### src/design/key_macro_playback_sequencer_defines.svh
// Assertion macros shared by the key macro playback sequencer.
`ifndef KEY_MACRO_PLAYBACK_SEQUENCER_DEFINES_SVH
`define KEY_MACRO_PLAYBACK_SEQUENCER_DEFINES_SVH

`ifndef SYNTHESIS

// Same-cycle implication, checked outside reset.
`define KMPS_ASSERT_IMPL(lbl, clk, rstn, ante, cons) \
    lbl: assert property (@(posedge clk) disable iff (!rstn) (ante) |-> (cons)) \
        else $error("key macro sequencer check failed");

// Next-cycle implication, checked outside reset.
`define KMPS_ASSERT_NEXT(lbl, clk, rstn, ante, cons) \
    lbl: assert property (@(posedge clk) disable iff (!rstn) (ante) |=> (cons)) \
        else $error("key macro sequencer check failed");

`else

`define KMPS_ASSERT_IMPL(lbl, clk, rstn, ante, cons)
`define KMPS_ASSERT_NEXT(lbl, clk, rstn, ante, cons)

`endif

`endif

### src/design/kmps_pkg.sv
// Shared types, codes and helpers of the key macro playback sequencer.
package kmps_pkg;

    localparam int KEY_COUNT_DEF        = 256;
    localparam int KEY_QUEUE_DEPTH_DEF  = 256;
    localparam int STEP_QUEUE_DEPTH_DEF = 64;
    localparam int CMD_QUEUE_DEPTH      = 2;

    localparam int KEY_W    = 8;
    localparam int FRAME_W  = 16;
    localparam int MS_W     = 32;
    localparam int OP_W     = 3;
    localparam int STATUS_W = 2;
    localparam int PHASE_W  = 2;

    localparam int S_DATA_W = 72;
    localparam int M_DATA_W = 8;

    typedef logic [OP_W-1:0]     op_t;
    typedef logic [STATUS_W-1:0] status_t;
    typedef logic [PHASE_W-1:0]  phase_t;

    localparam op_t OP_ENQUEUE = 3'd0;
    localparam op_t OP_FRAME   = 3'd1;
    localparam op_t OP_COMMIT  = 3'd2;
    localparam op_t OP_MS_TICK = 3'd3;
    localparam op_t OP_QUERY   = 3'd4;

    localparam status_t STATUS_OK      = 2'd0;
    localparam status_t STATUS_DONE    = 2'd1;
    localparam status_t STATUS_TIMEOUT = 2'd2;
    localparam status_t STATUS_DROPPED = 2'd3;

    localparam phase_t PH_IDLE = 2'd0;
    localparam phase_t PH_HOLD = 2'd1;
    localparam phase_t PH_GAP  = 2'd2;

    // One classified input word as it waits for the playback engine.
    typedef struct packed {
        op_t                op;
        logic [KEY_W-1:0]   key;
        logic               key_ok;
        logic               last;
        logic [FRAME_W-1:0] hold;
        logic [FRAME_W-1:0] gap;
        logic [MS_W-1:0]    tmo;
        logic               tmo_zero;
    } cmd_t;

    // Key zero and codes at or above the key count are never pressed.
    function automatic logic key_is_valid(input logic [KEY_W-1:0] k, input int unsigned kc);
        return (k != '0) && (32'(k) < kc);
    endfunction

endpackage

### src/design/kmps_cmd_fifo.sv
// Short command queue between the input side and the playback engine.
module kmps_cmd_fifo
    import kmps_pkg::*;
#(
    parameter int DEPTH = CMD_QUEUE_DEPTH
) (
    input  logic aclk,
    input  logic aresetn,
    input  logic push,
    input  cmd_t push_data,
    output logic full,
    input  logic pop,
    output logic empty,
    output cmd_t pop_data
);

    localparam int PW = (DEPTH > 1) ? $clog2(DEPTH) : 1;
    localparam int CW = $clog2(DEPTH + 1);

    cmd_t          slot_reg [DEPTH];
    logic [PW-1:0] wr_ptr_reg, wr_ptr_next;
    logic [PW-1:0] rd_ptr_reg, rd_ptr_next;
    logic [CW-1:0] count_reg, count_next;

    function automatic logic [PW-1:0] ptr_inc(input logic [PW-1:0] p);
        return (p == PW'(DEPTH - 1)) ? '0 : p + 1'b1;
    endfunction

    assign full     = (count_reg == CW'(DEPTH));
    assign empty    = (count_reg == '0);
    assign pop_data = slot_reg[rd_ptr_reg];

    always_comb begin
        wr_ptr_next = push ? ptr_inc(wr_ptr_reg) : wr_ptr_reg;
        rd_ptr_next = pop ? ptr_inc(rd_ptr_reg) : rd_ptr_reg;
        count_next  = count_reg;
        if (push && !pop) begin
            count_next = count_reg + 1'b1;
        end else if (pop && !push) begin
            count_next = count_reg - 1'b1;
        end
    end

    always_ff @(posedge aclk) begin
        if (push) begin
            slot_reg[wr_ptr_reg] <= push_data;
        end
    end

    always_ff @(posedge aclk) begin
        if (!aresetn) begin
            wr_ptr_reg <= '0;
            rd_ptr_reg <= '0;
            count_reg  <= '0;
        end else begin
            wr_ptr_reg <= wr_ptr_next;
            rd_ptr_reg <= rd_ptr_next;
            count_reg  <= count_next;
        end
    end

endmodule

### config.mk
export PLATFORM = sky130hd
export DESIGN_NAME = kmps_cmd_fifo
export DESIGN_NICKNAME = d
export VERILOG_FILES = /design/src/design/key_macro_playback_sequencer_defines.svh /design/src/design/kmps_pkg.sv /design/src/design/kmps_cmd_fifo.sv
export SDC_FILE = /design/constraint.sdc
export NUM_CORES = 1
export LEC_CHECK = 0
export BUFFER_PORTS_ARGS = -buffer_cell sky130_fd_sc_hd__buf_2
export CAP_MARGIN = 20
export CORE_ASPECT_RATIO = 2
export CORE_UTILIZATION = 52
export DETAILED_ROUTE_END_ITERATION = 10
export PLACE_DENSITY_LB_ADDON = 0.05
export SYNTH_ARGS = -nofsm -noshare
export SYNTH_HDL_FRONTEND = slang
export SYNTH_SLANG_ARGS = --single-unit
### constraint.sdc
create_clock -name aclk -period 5.25 [get_ports aclk]
set_input_delay 0.2625 -clock aclk [delete_from_list [all_inputs] [get_ports aclk]]
set_output_delay 0.2625 -clock aclk [all_outputs]
set_load 0.1 [all_outputs]
# After elaboration in Yosys (flattened, before gate mapping)
# Memory sizes are Yosys's and may differ from the RTL's. A register that Yosys moved wholly into a read port is not among the register bits.
# Cells that the tools add are included.
# totals
register_bits,4
latchBits,0
ram_bits,156
rom_bits,0
in_bits,82
out_inout_bits,80
word_cells,23
mem_count,1
# mem_list
memory,depth,word_bits,read_ports,rd_clocked_by_memory_dff,write_ports,line,text
slot_reg,2,78,1,1,1,kmps_cmd_fifo.sv:20,cmd_t slot_reg [DEPTH];
# op_classes
n_addsub,4
n_mul,0
div_mod_pow,0
n_lt_le_gt_ge,0
eq_ne,1
shifts,0
mux,8
bitwise,0
n_reduce_logical,6
# ops
cell,n
2-to-1 mux 1 bit,6
2-to-1 mux 2 bit,2
"adder 1 bit, second input constant",2
"adder 2 x 1 -> 2 bit, second input constant",1
"== test 2 bit, second input constant",1
logical AND 1 bit,2
logical NOT 1 bit,2
logical NOT 2 bit,1
nonzero test 2 bit,1
"subtractor 2 x 1 -> 2 bit, second input constant",1

# Logic depth before layout (Yosys ltp)
# logic_depth
ltp_word,4
ltp_mapped,5

# Worst setup path after synthesis
# No wires, ideal clock.
# synth_path
path_type,flip-flop to flip-flop
start,reg wr_ptr_reg
end,"mem slot_reg[0][0] in the netlist's numbering, enable pin"
arrival_time_ps,3784
required_time_ps,4725
path_slack_ps,941
path_stages_with_launch,2
path_buffers,0
path_cell_list,dfxtp_1 nor2b_1
# synth_lines
item,line,text
"start, declared",kmps_cmd_fifo.sv:21,"logic [PW-1:0] wr_ptr_reg, wr_ptr_next;"
"start signal, assigned",kmps_cmd_fifo.sv:56,wr_ptr_reg <= wr_ptr_next;
"end, declared",kmps_cmd_fifo.sv:20,
# No word-level cell before the write port.

==> qor.csv <==
stage,metric,value,unit
finish,layout-drive-gt1-share,60.93,%
critical_path,start_kind,flop,
critical_path,r2r_slack,3.28,ns
floorplan,fp.dieH,153.0,µm
yosys,synthArstFlopShare,0,%
finish,fin_util,67.80,%
power,p_sw,1.125,mW
yosys,avgSynthCellArea,22.36,µm²
yosys,synthMuxAreaShare,16.09,%
yosys,synthXorXnorAreaFrac,0.4435,%
clock_network,cts_max_level,4,
grt,grt_max_degree,79,
critical_path,endpoint_kind,primary output,
worst_hold_path,hold_path_depth,1,
grt,antenna_found_initial,0,
sta,min_period,2.778,ns
clock_network,cts_sinks,161,
clock_network,clk_pin_slew,0.07,ns
floorplan,fp.dieW,77.48,µm
clock_network,root_buffer,clkbuf_16,
grt,grt_pass1_wl,16.08,mm
clock_network,cts_tree,done,
critical_path,r2r-start,wr_ptr_reg$_SDFFE_PN0P_,
sta,finalCritPeriodShare,52.92,%
yosys,synthesis.nets,348,
drt,vias,3042,
sta,fin_setup_tns,0,ns
power,switching_share,32.73,%
drt,avgRoutedWirePerCell,17.61,µm
clock_network,cts_buffer_depth,2,
critical_path,rr_worst_depth,2,
critical_path,crit_arrival,2.52,ns
sta,slew_headroom,27.58,%
drt,vias_per_cell,5.130,
yosys,synth_area,0.005924,mm²
sta,tightest_slew,1.086,ns
floorplan,io_pins,162,
yosys,seq_area_frac_synth,80.76,%
finish,n_antenna_cell,0,
power,powerDensity,460.3,mW/mm²
drt,drc,0,
yosys,yosys.area.top_type,edfxtp_1,
critical_path,cp.required,4.99,ns
power,p_int,2.312,mW
yosys,synth_fa_ha_area_share,0.2112,%
drt,drtIter0Drc,131,
worst_hold_path,hold_end,slot_reg[0][26]$_DFFE_PP_,
critical_path,crit_fanout,41,
yosys,synth_common_cells,"edfxtp_1 (156), mux2_2 (58), mux2_4 (20)",
floorplan,core-area,0.01101,mm²
sta,slew_viol_final,0,
power,pwr-share-comb,21.0,%
sta,finClkSkew,0.005140,ns
yosys,yosysUniqueCellTypes,17,
placed_design,gp_congestion,0.7132,
yosys,synth_top_family_by_area,multiplexers,
run_status,status,"finished, final reports clean",
power,power.share.clock,35.0,%
yosys,yosys_register_bits,161,
clock_network,numCtsBuffers,17,
power,pwr-share-seq,44.1,%
finish,syn2layout_area_growth,26.04,%
grt,grt_pass1_vias,3281,
floorplan,row_count,54,
yosys,yosys.area_share.simple,0.9081,%
yosys,synthCells,265,
power,p_leak,2.879,nW
finish,final_nets,523,
floorplan,initial_core_util,53.79,%
drt,drt_first_pass_iters,4,
critical_path,r2r_end,slot_reg[0][19]$_DFFE_PP_,
drt,ant_nets,0,
yosys,yosysTopAreaCellShare,79.07,%
sta,setup_violations,0,
sta,clock.fmax,359.9,MHz
grt,grt_usage,18.91,%
sta,rsz0062_at_grt,no,
yosys,synth-compound-area-share,0.3379,%
finish,largest_register_ffs,156,
yosys,synth-edff-count,156,
worst_hold_path,hp-start,push_data[26],
yosys,synth_flop_cell,edfxtp_1,
clock_network,clkLatencyLatePin,0.42,ns
power,vdd_drop_max,383.8,µV
yosys,ys_top_cells_by_area,"edfxtp_1 (79%), mux2_2 (11%), mux2_4 (5.1%)",
yosys,post-synth-top-count-cell,edfxtp_1,
grt,gr-total-overflow,0,
placed_design,dp_hpwl,6.633,mm
drt,drt_wl_total,10.44,mm
sta,finalHoldViolCount,0,
floorplan,die_area,0.01185,mm²
placed_design,portBuffers,161,
critical_path,crit_type,reg2out,
finish,multiInputGateArea,0.001076,mm²
finish,fill_cells,779,
clock_network,cts_resized,0,
flow_run,drv_cap,0,
worst_hold_path,min_path_type,in2reg,
finish,seqCellArea,0.004788,mm²
yosys,yosysWarnings,0,
-- power by group through the flow --
stage          clock network (mW)  logic, mW  registers (mW)
2_1_floorplan                   0      0.628            1.53
3_3_place_gp                    0      0.720            1.54
3_5_place_dp                    0      0.723            1.54
4_1_cts                      1.22      0.725            1.52
5_1_grt                      1.28      0.743            1.52
6_report                     1.20      0.721            1.51
-- repair_timing --
item,CTS,global route
buffers inserted,0,0
hold endpoints to repair,0,3
hold buffers,0,2
-- layout make-up --
cell class / instances / area share (%)
well taps: 140 / 2.346
clock inverters: 14 / 1.927
flip-flops and latches: 161 / 64.13
repair buffers: 165 / 11.26
multi-input cells: 94 / 14.41
clock buffers: 18 / 5.881
inverters: 1 / 0.05027
-- critical path, stage by stage (launching register included) --
cell and delay (ns):
dfxtp_4 0.74, buf_4 0.61, mux2_2 0.42, buf_2 0.30
-- logic make-up after synthesis --
family / count (synthesis)
AO/OA/AOI/OAI: 3
XOR/XNOR: 3
adder cells (fa/ha/maj): 1
buffers and inverters: 10
flip-flops: 161
multiplexers: 78
AND/OR/NAND/NOR: 9
-- cell usage in the layout (no fill, tap or decap), drive strengths merged, types with 2 or more instances in the layout --
cell type	n
edfxtp	156
nor2b	3
and2	4
clkbuf	18
dfxtp	5
clkinv	4
dlygate4sd3	2
inv	10
buf	163
mux2	78
xor2	2
-- routing by layer --
metal	vias to the layer above	global-route usage, %	routed length (µm)
li1	1402	-	-
met1	1507	17.33	3608
met2	115	34.81	5813
met3	18	8.060	776
met4	0	8.625	244
met5	-	0	0
-- how the worst max path moves through the flow --
stage                                       start                        to  slack [ns]  cells after the start
after floorplan           wr_ptr_reg$_SDFFE_PN0P_  slot_reg[0][0]$_DFFE_PP_        0.94                      1
after global placement                       flop               pop_data[4]        2.88                      3
after detailed placement                     flop               pop_data[4]        2.87                      3
after CTS                                    flop               pop_data[4]        2.40                      3
after global routing                         flop               pop_data[4]        2.33                      3
final                                        flop              pop_data[14]        2.47                      3
-- stage by stage --
stage	total power [mW]	hold WS [ns]	instance area [µm²]	worst slack (ns)	std cells
floorplan	2.157	0.3614	5924	0.9411	265
global placement	2.260	0.4500	6864	2.882	559
detailed placement	2.267	0.4541	6864	2.871	559
CTS	3.464	0.003891	7447	2.395	591
global route	3.543	0.002115	7467	2.332	593
finish	3.437	0.02562	7467	2.472	593
(Power assumes the default switching activity.)
