[config.mk]
export PLATFORM = sky130hd
export DESIGN_NAME = kmps_front
export DESIGN_NICKNAME = d
export VERILOG_FILES = /design/src/design/key_macro_playback_sequencer_defines.svh /design/src/design/kmps_pkg.sv /design/src/design/kmps_front.sv
export SDC_FILE = /design/constraint.sdc
export NUM_CORES = 1
export LEC_CHECK = 0
export ABC_AREA = 1
export BUFFER_PORTS_ARGS = -buffer_cell sky130_fd_sc_hd__buf_2
export CORE_AREA = 2 2 62 64
export DETAILED_ROUTE_END_ITERATION = 10
export DIE_AREA = 0 0 64 66
export GPL_TIMING_DRIVEN = 0
export PLACE_DENSITY = 0.71
export REMOVE_ABC_BUFFERS = 1
export SYNTH_ARGS = -nofsm -noshare
export SYNTH_HDL_FRONTEND = slang
export SYNTH_SLANG_ARGS = --single-unit
[constraint.sdc]
create_clock -name vclk -period 0.8
set_input_delay 0.04 -clock vclk [all_inputs]
set_output_delay 0.04 -clock vclk [all_outputs]
set_load 0.02 [all_outputs]
[src/design/key_macro_playback_sequencer_defines.svh]
// Assertion macros shared by the key macro playback sequencer.
`ifndef KEY_MACRO_PLAYBACK_SEQUENCER_DEFINES_SVH
`define KEY_MACRO_PLAYBACK_SEQUENCER_DEFINES_SVH

`ifndef SYNTHESIS

// Same-cycle implication, checked outside reset.
`define KMPS_ASSERT_IMPL(lbl, clk, rstn, ante, cons) \
    lbl: assert property (@(posedge clk) disable iff (!rstn) (ante) |-> (cons)) \
        else $error("key macro sequencer check failed");

// Next-cycle implication, checked outside reset.
`define KMPS_ASSERT_NEXT(lbl, clk, rstn, ante, cons) \
    lbl: assert property (@(posedge clk) disable iff (!rstn) (ante) |=> (cons)) \
        else $error("key macro sequencer check failed");

`else

`define KMPS_ASSERT_IMPL(lbl, clk, rstn, ante, cons)
`define KMPS_ASSERT_NEXT(lbl, clk, rstn, ante, cons)

`endif

`endif

[src/design/kmps_pkg.sv]
// Shared types, codes and helpers of the key macro playback sequencer.
package kmps_pkg;

    localparam int KEY_COUNT_DEF        = 256;
    localparam int KEY_QUEUE_DEPTH_DEF  = 256;
    localparam int STEP_QUEUE_DEPTH_DEF = 64;
    localparam int CMD_QUEUE_DEPTH      = 2;

    localparam int KEY_W    = 8;
    localparam int FRAME_W  = 16;
    localparam int MS_W     = 32;
    localparam int OP_W     = 3;
    localparam int STATUS_W = 2;
    localparam int PHASE_W  = 2;

    localparam int S_DATA_W = 72;
    localparam int M_DATA_W = 8;

    typedef logic [OP_W-1:0]     op_t;
    typedef logic [STATUS_W-1:0] status_t;
    typedef logic [PHASE_W-1:0]  phase_t;

    localparam op_t OP_ENQUEUE = 3'd0;
    localparam op_t OP_FRAME   = 3'd1;
    localparam op_t OP_COMMIT  = 3'd2;
    localparam op_t OP_MS_TICK = 3'd3;
    localparam op_t OP_QUERY   = 3'd4;

    localparam status_t STATUS_OK      = 2'd0;
    localparam status_t STATUS_DONE    = 2'd1;
    localparam status_t STATUS_TIMEOUT = 2'd2;
    localparam status_t STATUS_DROPPED = 2'd3;

    localparam phase_t PH_IDLE = 2'd0;
    localparam phase_t PH_HOLD = 2'd1;
    localparam phase_t PH_GAP  = 2'd2;

    // One classified input word as it waits for the playback engine.
    typedef struct packed {
        op_t                op;
        logic [KEY_W-1:0]   key;
        logic               key_ok;
        logic               last;
        logic [FRAME_W-1:0] hold;
        logic [FRAME_W-1:0] gap;
        logic [MS_W-1:0]    tmo;
        logic               tmo_zero;
    } cmd_t;

    // Key zero and codes at or above the key count are never pressed.
    function automatic logic key_is_valid(input logic [KEY_W-1:0] k, input int unsigned kc);
        return (k != '0) && (32'(k) < kc);
    endfunction

endpackage

[src/design/kmps_front.sv]
// Input side: accepts words from the stream and classifies them into commands.
module kmps_front
    import kmps_pkg::*;
#(
    parameter int KEY_COUNT = KEY_COUNT_DEF
) (
    input  logic                s_tvalid,
    output logic                s_tready,
    input  logic [S_DATA_W-1:0] s_tdata,   // key[7:0], hold_frames[23:8], gap_frames[39:24],
                                           // timeout_ms[71:40]
    input  logic [OP_W-1:0]     s_tuser,   // operation[2:0]
    input  logic                s_tlast,   // end_of_step
    input  logic                fifo_full,
    output logic                push,
    output cmd_t                cmd
);

    assign s_tready = !fifo_full;
    assign push     = s_tvalid && !fifo_full;

    always_comb begin
        cmd.op       = s_tuser;
        cmd.key      = s_tdata[7:0];
        cmd.last     = s_tlast;
        cmd.hold     = s_tdata[23:8];
        cmd.gap      = s_tdata[39:24];
        cmd.tmo      = s_tdata[71:40];
        cmd.key_ok   = key_is_valid(s_tdata[7:0], KEY_COUNT);
        cmd.tmo_zero = (s_tdata[71:40] == '0);
    end

endmodule

# Word level (Yosys, flattened, before mapping)
# Cells that the tools add are included.
# op_classes
add_sub_neg,0
n_reduce_logical,4
bitwise_logic,0
mul,0
eq_ne,0
div,0
shifts,0
mux,0
order_cmp,0
# ops
op,count
zero test 32 bit,1
nonzero test 8 bit,1
logical AND 1 bit,1
zero test 1 bit,1
# totals
ff_bits,0
ramBits,0
word_cells,4
latchBits,0
mem_count,0
romBits,0

# Logic depth before layout (Yosys ltp)
# Gate-level depths: netlist of the first run.
# depth
ltp_word,2
depth_mapped,5
mapped_depth_nobuf,5

# Worst setup path before layout of the first run
# No wires, ideal clock.
# synth_path
kind,input to output
from,in s_tdata[71]
to,out cmd[0] (netlist name)
required_ns,0.760
t_arrival_ns,0.608
cell_stages,5
setup_slack_ns,0.152
cell_sequence,nor2_1 nand2_1 nor2_1 nand2_1 nor2_1
# synth_rtl
item,line,rtl
start: declaration,kmps_front.sv:9,"input logic [S_DATA_W-1:0] s_tdata,"
end: declaration,kmps_front.sv:15,output cmd_t cmd

==> flow_metrics.py, run 1 <==
metrics = {
    "power": {
        "power.density_nw_per_um2": 608,
        "p_leak_nw": 0.433,
        "total_power_uw": 489,
        "vdd_drop_max_mv": 0.156,
    },
    "yosys": {
        "synth_top_area_frac": 0.793,
        "synthDistinctLibCells": 5,
        "synth_commonest_cells": "buf_4, nor2_1, nand2_1",
        "synthSimpleGateAreaFrac": 0.197,
        "yosysMostFrequentCell": "buf_4",
        "synth_top_family_by_area": "buffers and inverters",
        "synth_top_area_cell": "buf_4",
        "ys_seq_area_frac": 0,
        "synth_fa_ha_area_frac": 0,
        "ys_top_cells_by_area": "buf_4, nor2_1, nand2_1",
        "synthesis.area_sq_um": 719,
        "syn_avg_cell_area_sq_um": 6.26,
        "syn_inst": 115,
        "muxShareOfSynthArea": 0,
        "synth_compound_area_frac": 0,
        "synthXorXnorAreaFrac": 0,
        "ys_warn_count": 0,
    },
    "die": {
        "start_util": 0.203,
        "die_area_sq_um": 4220,
        "die_x_um": 64,
        "core_sq_um": 3550,
        "fp.dieH_um": 66,
        "top_level_ports": 158,
        "placementRows": 22,
    },
    "finish": {
        "fin_util": 0.227,
        "layout.cells.non_filler": 173,
        "stdcell_area_sq_um": 805,
        "seq_cell_count": 0,
        "antenna_cells": 0,
        "areaGrowthSynthToFinish_pct": 11.8,
        "seq_area_sq_um": 0,
        "clkbuf_count": 0,
        "drive_gt1_frac": 0.840,
        "fin_nets": 205,
    },
    "global_routing": {
        "grt_max_degree": 3,
        "grt_usage": 0.162,
        "grt_pass1_wl_um": 4580,
        "grt_overflow_total": 0,
        "antenna_found_initial": 1,
        "grt_pass1_vias": 637,
    },
    "drt": {
        "drcViolationCount": 0,
        "routed-wl-met2_um": 1710,
        "drtIter0Drc": 1,
        "avgViaCountPerCell": 4.08,
        "routed.top_layer": "met5",
        "first_pass_iters": 2,
        "wirelength_um": 3770,
        "wire_per_inst_um": 21.8,
        "ant_nets": 0,
        "met3RoutedLength_um": 1280,
        "num_vias": 706,
        "wl_met1_um": 727,
    },
    "timing": {
        "slew_violations": 0,
        "fin_crit_ns": 0.774,
        "fmax_mhz": 1290,
        "hold_viol_final": 0,
        "setup_tns_ns": 0,
        "final-setup-viol-count": 0,
        "rsz0062_at_grt": "yes",
        "min_period_over_period": 0.968,
        "worst_pin_slew_ns": 0.114,
        "max-slew-margin-rel": 0.924,
    },
    "placed_design": {
        "globalplace.congestion": 0.729,
        "dp.cells": 173,
        "io_buffers": 86,
        "dpl.hpwl_um": 3340,
        "placed_area_sq_um": 639,
    },
    "critical_path": {
        "critPathLaunchType": "primary input",
        "critPathTopFamily": "simple AND/OR/NAND/NOR gates",
        "crit_buf_inv": 2,
        "critPathArrivalTime_ns": 0.73,
        "crit_chain": "buf_2 -> nor2_4 -> nand2_2 -> nor2_4 -> nand2_2 -> nor2_2 -> buf_6",
        "critPathRequiredTime_ns": 0.76,
        "crit_path_end_kind": "output port",
        "crit_type": "primary input to output port",
        "critPathSlowestCell": "buf_6",
        "slowest_delay_ns": 0.13,
        "crit_fanout": 2,
    },
    "hold_path": {
        "hp-class": "primary input to output port",
    },
    "run_status": {
        "status": "complete, no violations",
    },
    "flow_run": {
        "maxCapViolCount": 0,
    },
    "clock_network": {
        "postCtsHoldBufs": 0,
    },
}
-- metal layers --
metal | GRT usage | vias to the layer above
met1 | 0.0843 | 261
met3 | 0.245 | 8
met5 | 0.0833 | -
met2 | 0.283 | 143
met4 | 0 | 4
li1 | - | 290
-- layout make-up --
class | count | area (sq um)
Multi-Input combinational cell | 37 | 219
Inverter | 2 | 7.51
Timing Repair Buffer | 86 | 518
Fill cell | 403 | 2750
Tap cell | 48 | 60.1
-- kinds of logic after synthesis --
logic type | count (synthesis)
buffers and inverters | 78
AND/OR/NAND/NOR | 37
-- stage by stage --
step	hold slack, ns	setup WS [ns]
after floorplan	0.0800	0.152
after global placement	0.0801	-0.0425
after detailed placement	0.0801	-0.0438
after CTS	0.0801	0.00426
after global routing	0.0801	-0.0361
final	0.0800	0.0260
-- timing repair --
action,4_1_cts,5_1_grt
pin swaps,4,23
resized for setup,5,37
setup buffers,0,0
endpoints found under the setup margin,1,1
-- power by group --
group	switching (mW)	internal, mW
sequential	0	0
combinational	0.276	0.214
clock	0	0
-- path summary, 6_finish.rpt --
| kind | startpoint | endpoint | slack [ns] | depth (start not counted) |
|---|---|---|---|---|
| setup / recovery | s_tdata[61] | cmd[0] | 0.03 | 7 |
| hold / removal | s_tdata[29] | cmd[38] | 0.08 | 0 |
-- cell usage in the layout (no fill, tap or decap) --
cell type,count
buf_6,14
inv_1,2
nand2_1,7
nand2_2,3
nand4_1,1
buf_2,72
nor2_2,10
nor2_1,10
nor2_4,6
Power figures use the tool's default switching activity.
==> run 2: changes to the inputs <==
--- a/config.mk
+++ b/config.mk
@@ -6,12 +6,12 @@
 export NUM_CORES = 1
 export LEC_CHECK = 0
 export ABC_AREA = 1
-export BUFFER_PORTS_ARGS = -buffer_cell sky130_fd_sc_hd__buf_2
-export CORE_AREA = 2 2 62 64
+export CORE_AREA = 2 2 60 62
 export DETAILED_ROUTE_END_ITERATION = 10
-export DIE_AREA = 0 0 64 66
+export DIE_AREA = 0 0 62 64
+export DONT_BUFFER_PORTS = 1
 export GPL_TIMING_DRIVEN = 0
-export PLACE_DENSITY = 0.71
+export PLACE_DENSITY = 0.35
 export REMOVE_ABC_BUFFERS = 1
 export SYNTH_ARGS = -nofsm -noshare
 export SYNTH_HDL_FRONTEND = slang
==> flow_metrics.py, run 2 (synthesized netlist as in run 1, its figures left out) <==
metrics = {
    "run_status": {
        "status": "complete, no violations",
    },
    "finish": {
        "drive_gt1_frac": 0.0256,
        "areaGrowthSynthToFinish_pct": -70.3,
        "fillers": 399,
        "final_common_cell": "nor2_1",
        "clkbuf_count": 0,
        "fin_nets": 119,
        "layout.cells.non_filler": 87,
        "multi_input_area_sq_um": 144,
        "seq_area_sq_um": 0,
        "seq_cell_count": 0,
        "mostFrequentLayoutCells": "nor2_1, nand2_1, inv_1",
    },
    "power": {
        "p_leak_nw": 0.0600,
        "power.density_nw_per_um2": 195,
        "vdd_drop_max_mv": 0.0195,
        "total_power_uw": 41.6,
    },
    "critical_path": {
        "critPathLaunchType": "primary input",
        "cp-startpoint": "s_tdata[69]",
        "crit_buf_inv": 0,
        "slowest_delay_ns": 0.24,
        "critPathRequiredTime_ns": 0.76,
        "crit_cells": 5,
        "critPathArrivalTime_ns": 0.64,
        "crit_fanout": 2,
        "crit_path_end_kind": "output port",
        "crit_end": "cmd[0]",
        "critPathSlowestCell": "nor2_2",
        "critPathTopFamily": "simple AND/OR/NAND/NOR gates",
        "crit_chain": "nor2_1 -> nand2_1 -> nor2_1 -> nand2_1 -> nor2_2",
        "crit_type": "primary input to output port",
    },
    "die": {
        "die_area_sq_um": 3970,
        "fp.dieH_um": 64,
        "core_sq_um": 3280,
        "die_x_um": 62,
        "start_util": 0.219,
        "top_level_ports": 158,
        "placementRows": 21,
    },
    "timing": {
        "worst_pin_slew_ns": 0.388,
        "fin_crit_ns": 0.676,
        "slew_violations": 0,
        "max-slew-margin-rel": 0.740,
        "rsz0062_at_grt": "no",
        "fin_ws_ns": 0.124,
        "hold_viol_final": 0,
        "fin_hold_ws_ns": 0.0800,
        "min_period_over_period": 0.845,
        "final-setup-viol-count": 0,
        "setup_tns_ns": 0,
        "fmax_mhz": 1480,
    },
    "drt": {
        "first_pass_iters": 3,
        "drtIter0Drc": 8,
        "ant_nets": 0,
        "drcViolationCount": 0,
        "avgViaCountPerCell": 4.09,
        "num_vias": 356,
        "wire_per_inst_um": 36.1,
        "wirelength_um": 3140,
    },
    "placed_design": {
        "io_buffers": 0,
        "dpl.hpwl_um": 2920,
        "globalplace.congestion": 0.625,
        "dp.cells": 85,
        "post-place-ws_ns": 0.00487,
    },
    "clock_network": {
        "postCtsHoldBufs": 0,
    },
    "global_routing": {
        "grt_overflow_total": 0,
        "grt_max_degree": 3,
        "grt_pass1_vias": 368,
        "grt_pass1_wl_um": 3430,
        "grt_usage": 0.141,
        "antenna_found_initial": 3,
    },
    "hold_path": {
        "hp-class": "primary input to output port",
    },
    "flow_run": {
        "maxCapViolCount": 0,
    },
}
## run 2: cell count changes in the layout (fill, tap and decap cells not counted), sizes merged
cell,before,now
diode,0,2
buf,86,0
## run 2: metal layers
layer / wire, um / up-vias / global-route usage
li1: - / 119 / -
met1: 569 / 112 / 0.0787
met2: 1260 / 107 / 0.195
met3: 1240 / 16 / 0.271
met4: 66 / 2 / 0.0213
met5: 7 / - / 0
## run 2: repair_timing
item / CTS / global route
setup buffers: 0 / 0
setup endpoints to repair: 0 / 1
gates resized for setup: 0 / 1
## run 2: report_power, final
part	switching, mW	internal [mW]	leakage (nW)
combinational	0.0246	0.0170	0.0600
sequential	0	0	0
clock	0	0.000000335	0.0000127
total	0.0246	0.0170	0.0600
## run 2: how the worst min path moves through the flow
stage / slack, ns / cells after the start / end / startpoint
5_1_grt: 0.08 / 0 / cmd[11] / s_tdata[50]
3_5_place_dp: 0.08 / 0 / cmd[20] / s_tdata[59]
2_1_floorplan: 0.08 / 0 / cmd[10] / s_tdata[49]
6_report: 0.08 / 0 / cmd[69] / s_tdata[2]
4_1_cts: 0.08 / 0 / cmd[20] / s_tdata[59]
3_3_place_gp: 0.08 / 0 / cmd[20] / s_tdata[59]
## run 2: layout make-up
cell class | count | share of cell area
Antenna cell | 2 | 0.0234
Inverter | 2 | 0.0351
Multi-Input combinational cell | 37 | 0.673
Tap cell | 46 | 0.269
## run 2: metrics by stage
step                utilization  instance area (sq um)
floorplan                     -                    149
global placement         0.0629                    206
detailed placement       0.0629                    206
CTS                      0.0629                    206
global route             0.0636                    209
finish                   0.0651                    214
==> run 3: changes to the inputs <==
--- a/config.mk
+++ b/config.mk
@@ -5,13 +5,13 @@
 export SDC_FILE = /design/constraint.sdc
 export NUM_CORES = 1
 export LEC_CHECK = 0
-export ABC_AREA = 1
-export CORE_AREA = 2 2 60 62
+export ABC_AREA = 0
+export CORE_AREA = 2 2 62 64
 export DETAILED_ROUTE_END_ITERATION = 10
-export DIE_AREA = 0 0 62 64
+export DIE_AREA = 0 0 64 66
 export DONT_BUFFER_PORTS = 1
 export GPL_TIMING_DRIVEN = 0
-export PLACE_DENSITY = 0.35
+export PLACE_DENSITY = 0.32
 export REMOVE_ABC_BUFFERS = 1
 export SYNTH_ARGS = -nofsm -noshare
 export SYNTH_HDL_FRONTEND = slang
==> flow_metrics.py, run 3 <==
metrics = {
    "timing": {
        "fin_ws_ns": 0.0281,
        "setup_tns_ns": 0,
        "fmax_mhz": 1300,
        "rsz0062_at_grt": "yes",
        "final-setup-viol-count": 0,
        "fin_crit_ns": 0.772,
        "min_period_over_period": 0.965,
        "worst_pin_slew_ns": 0.446,
        "fin_hold_ws_ns": 0.0800,
        "hold_viol_final": 0,
        "max-slew-margin-rel": 0.702,
        "slew_violations": 0,
    },
    "global_routing": {
        "grt_overflow_total": 0,
        "grt_usage": 0.171,
        "grt_pass1_vias": 361,
        "grt_pass1_wl_um": 4450,
        "grt_max_degree": 3,
        "antenna_found_initial": 1,
    },
    "finish": {
        "multi_input_area_sq_um": 151,
        "mostFrequentLayoutCells": "nor4_1, nor4_2, nor4_4, nand4_1",
        "stdcell_area_sq_um": 220,
        "seq_area_sq_um": 0,
        "fillers": 412,
        "fin_nets": 96,
        "clkbuf_count": 0,
        "drive_gt1_frac": 0.438,
        "areaGrowthSynthToFinish_pct": -67.1,
        "seq_cell_count": 0,
    },
    "critical_path": {
        "crit_fanout": 2,
        "critPathRequiredTime_ns": 0.76,
        "crit_path_end_kind": "output port",
        "critPathArrivalTime_ns": 0.73,
        "crit_type": "primary input to output port",
        "critPathLaunchType": "primary input",
    },
    "yosys": {
        "syn_inst": 92,
        "synthDistinctLibCells": 8,
        "yosysMostFrequentCell": "buf_4",
        "ys_warn_count": 0,
        "synth_top_area_cell": "buf_4",
        "synth_commonest_cells": "buf_4, nor4_1, nand4_1",
        "syn_avg_cell_area_sq_um": 7.28,
        "ys_top_cells_by_area": "buf_4, nor4_1, nand4_1",
        "synthesis.area_sq_um": 669,
        "ys_seq_area_frac": 0,
        "synth_top_area_frac": 0.852,
    },
    "die": {
        "start_util": 0.189,
        "placementRows": 22,
        "core_sq_um": 3550,
        "top_level_ports": 158,
        "die_x_um": 64,
        "die_area_sq_um": 4220,
        "fp.dieH_um": 66,
    },
    "run_status": {
        "status": "complete, no violations",
    },
    "drt": {
        "avgViaCountPerCell": 4.62,
        "first_pass_iters": 2,
        "drtIter0Drc": 3,
        "wire_per_inst_um": 57.4,
        "wirelength_um": 3790,
        "drcViolationCount": 0,
        "ant_nets": 0,
        "num_vias": 305,
    },
    "flow_run": {
        "maxCapViolCount": 0,
    },
    "placed_design": {
        "placed_area_sq_um": 159,
        "post-place-ws_ns": -0.278,
        "globalplace.congestion": 0.607,
        "io_buffers": 0,
    },
    "power": {
        "power.density_nw_per_um2": 131,
        "vdd_drop_max_mv": 0.0135,
        "p_leak_nw": 0.0190,
    },
    "clock_network": {
        "postCtsHoldBufs": 0,
    },
    "hold_path": {
        "hold_depth": 0,
        "holdCritStartpoint": "s_tdata[59]",
        "hp-class": "primary input to output port",
        "whs_endpoint": "cmd[20]",
    },
}
[run 3: timing repair]
item,CTS,global route
resized for setup,6,3
pin swaps,2,2
setup endpoints to repair,1,1
cloned,0,0
setup buffers,0,0
[run 3: through the flow]
| stage | power (mW) | std cells | utilization |
|---|---|---|---|
| after detailed placement | 0.0238 | 64 | 0.0447 |
| final | 0.0289 | 66 | 0.0620 |
| after CTS | 0.0270 | 64 | 0.0546 |
| after global routing | 0.0311 | 65 | 0.0613 |
| after global placement | 0.0239 | 64 | 0.0447 |
| after floorplan | 0.0200 | 16 | - |
[run 3: area by class of cell]
type	count	share of cell area
diodes	2	0.0227
inverters	1	0.0170
multi-input cells	15	0.687
well taps	48	0.273
[run 3: kinds of logic after synthesis]
logic type             synth area share
buffers and inverters             0.858
AND/OR/NAND/NOR                   0.142
[run 3: critical path: stages]
cell and delay (ns):
nor4_4 0.31, nand4_1 0.19, nor2_4 0.20
[run 3: per-layer routing]
metal  global-route usage  share of wire  vias to the layer above
li1                     -              -                       75
met1               0.0803           0.15                       90
met2                0.223           0.37                      135
met3                0.373           0.47                        5
met4               0.0163         0.0077                        0
met5                    0              0                        -
[run 3: worst max path at each step]
| stage | slack, ns | start | endpoint |
|---|---|---|---|
| floorplan | 0.05 | s_tdata[64] | cmd[0] |
| global placement | -0.20 | s_tdata[49] | cmd[0] |
| detailed placement | -0.28 | s_tdata[49] | cmd[0] |
| CTS | 0.01 | s_tdata[49] | cmd[0] |
| global route | -0.001 | s_tdata[49] | cmd[0] |
| finish | 0.03 | s_tdata[49] | cmd[0] |
[run 3: power breakdown]
group / switching, mW / total, mW / leakage (nW) / internal, mW
registers: 0 / 0 / 0 / 0
clock network: 0 / 0.000000335 / 0.0000127 / 0.000000335
logic: 0.0139 / 0.0289 / 0.0190 / 0.0150
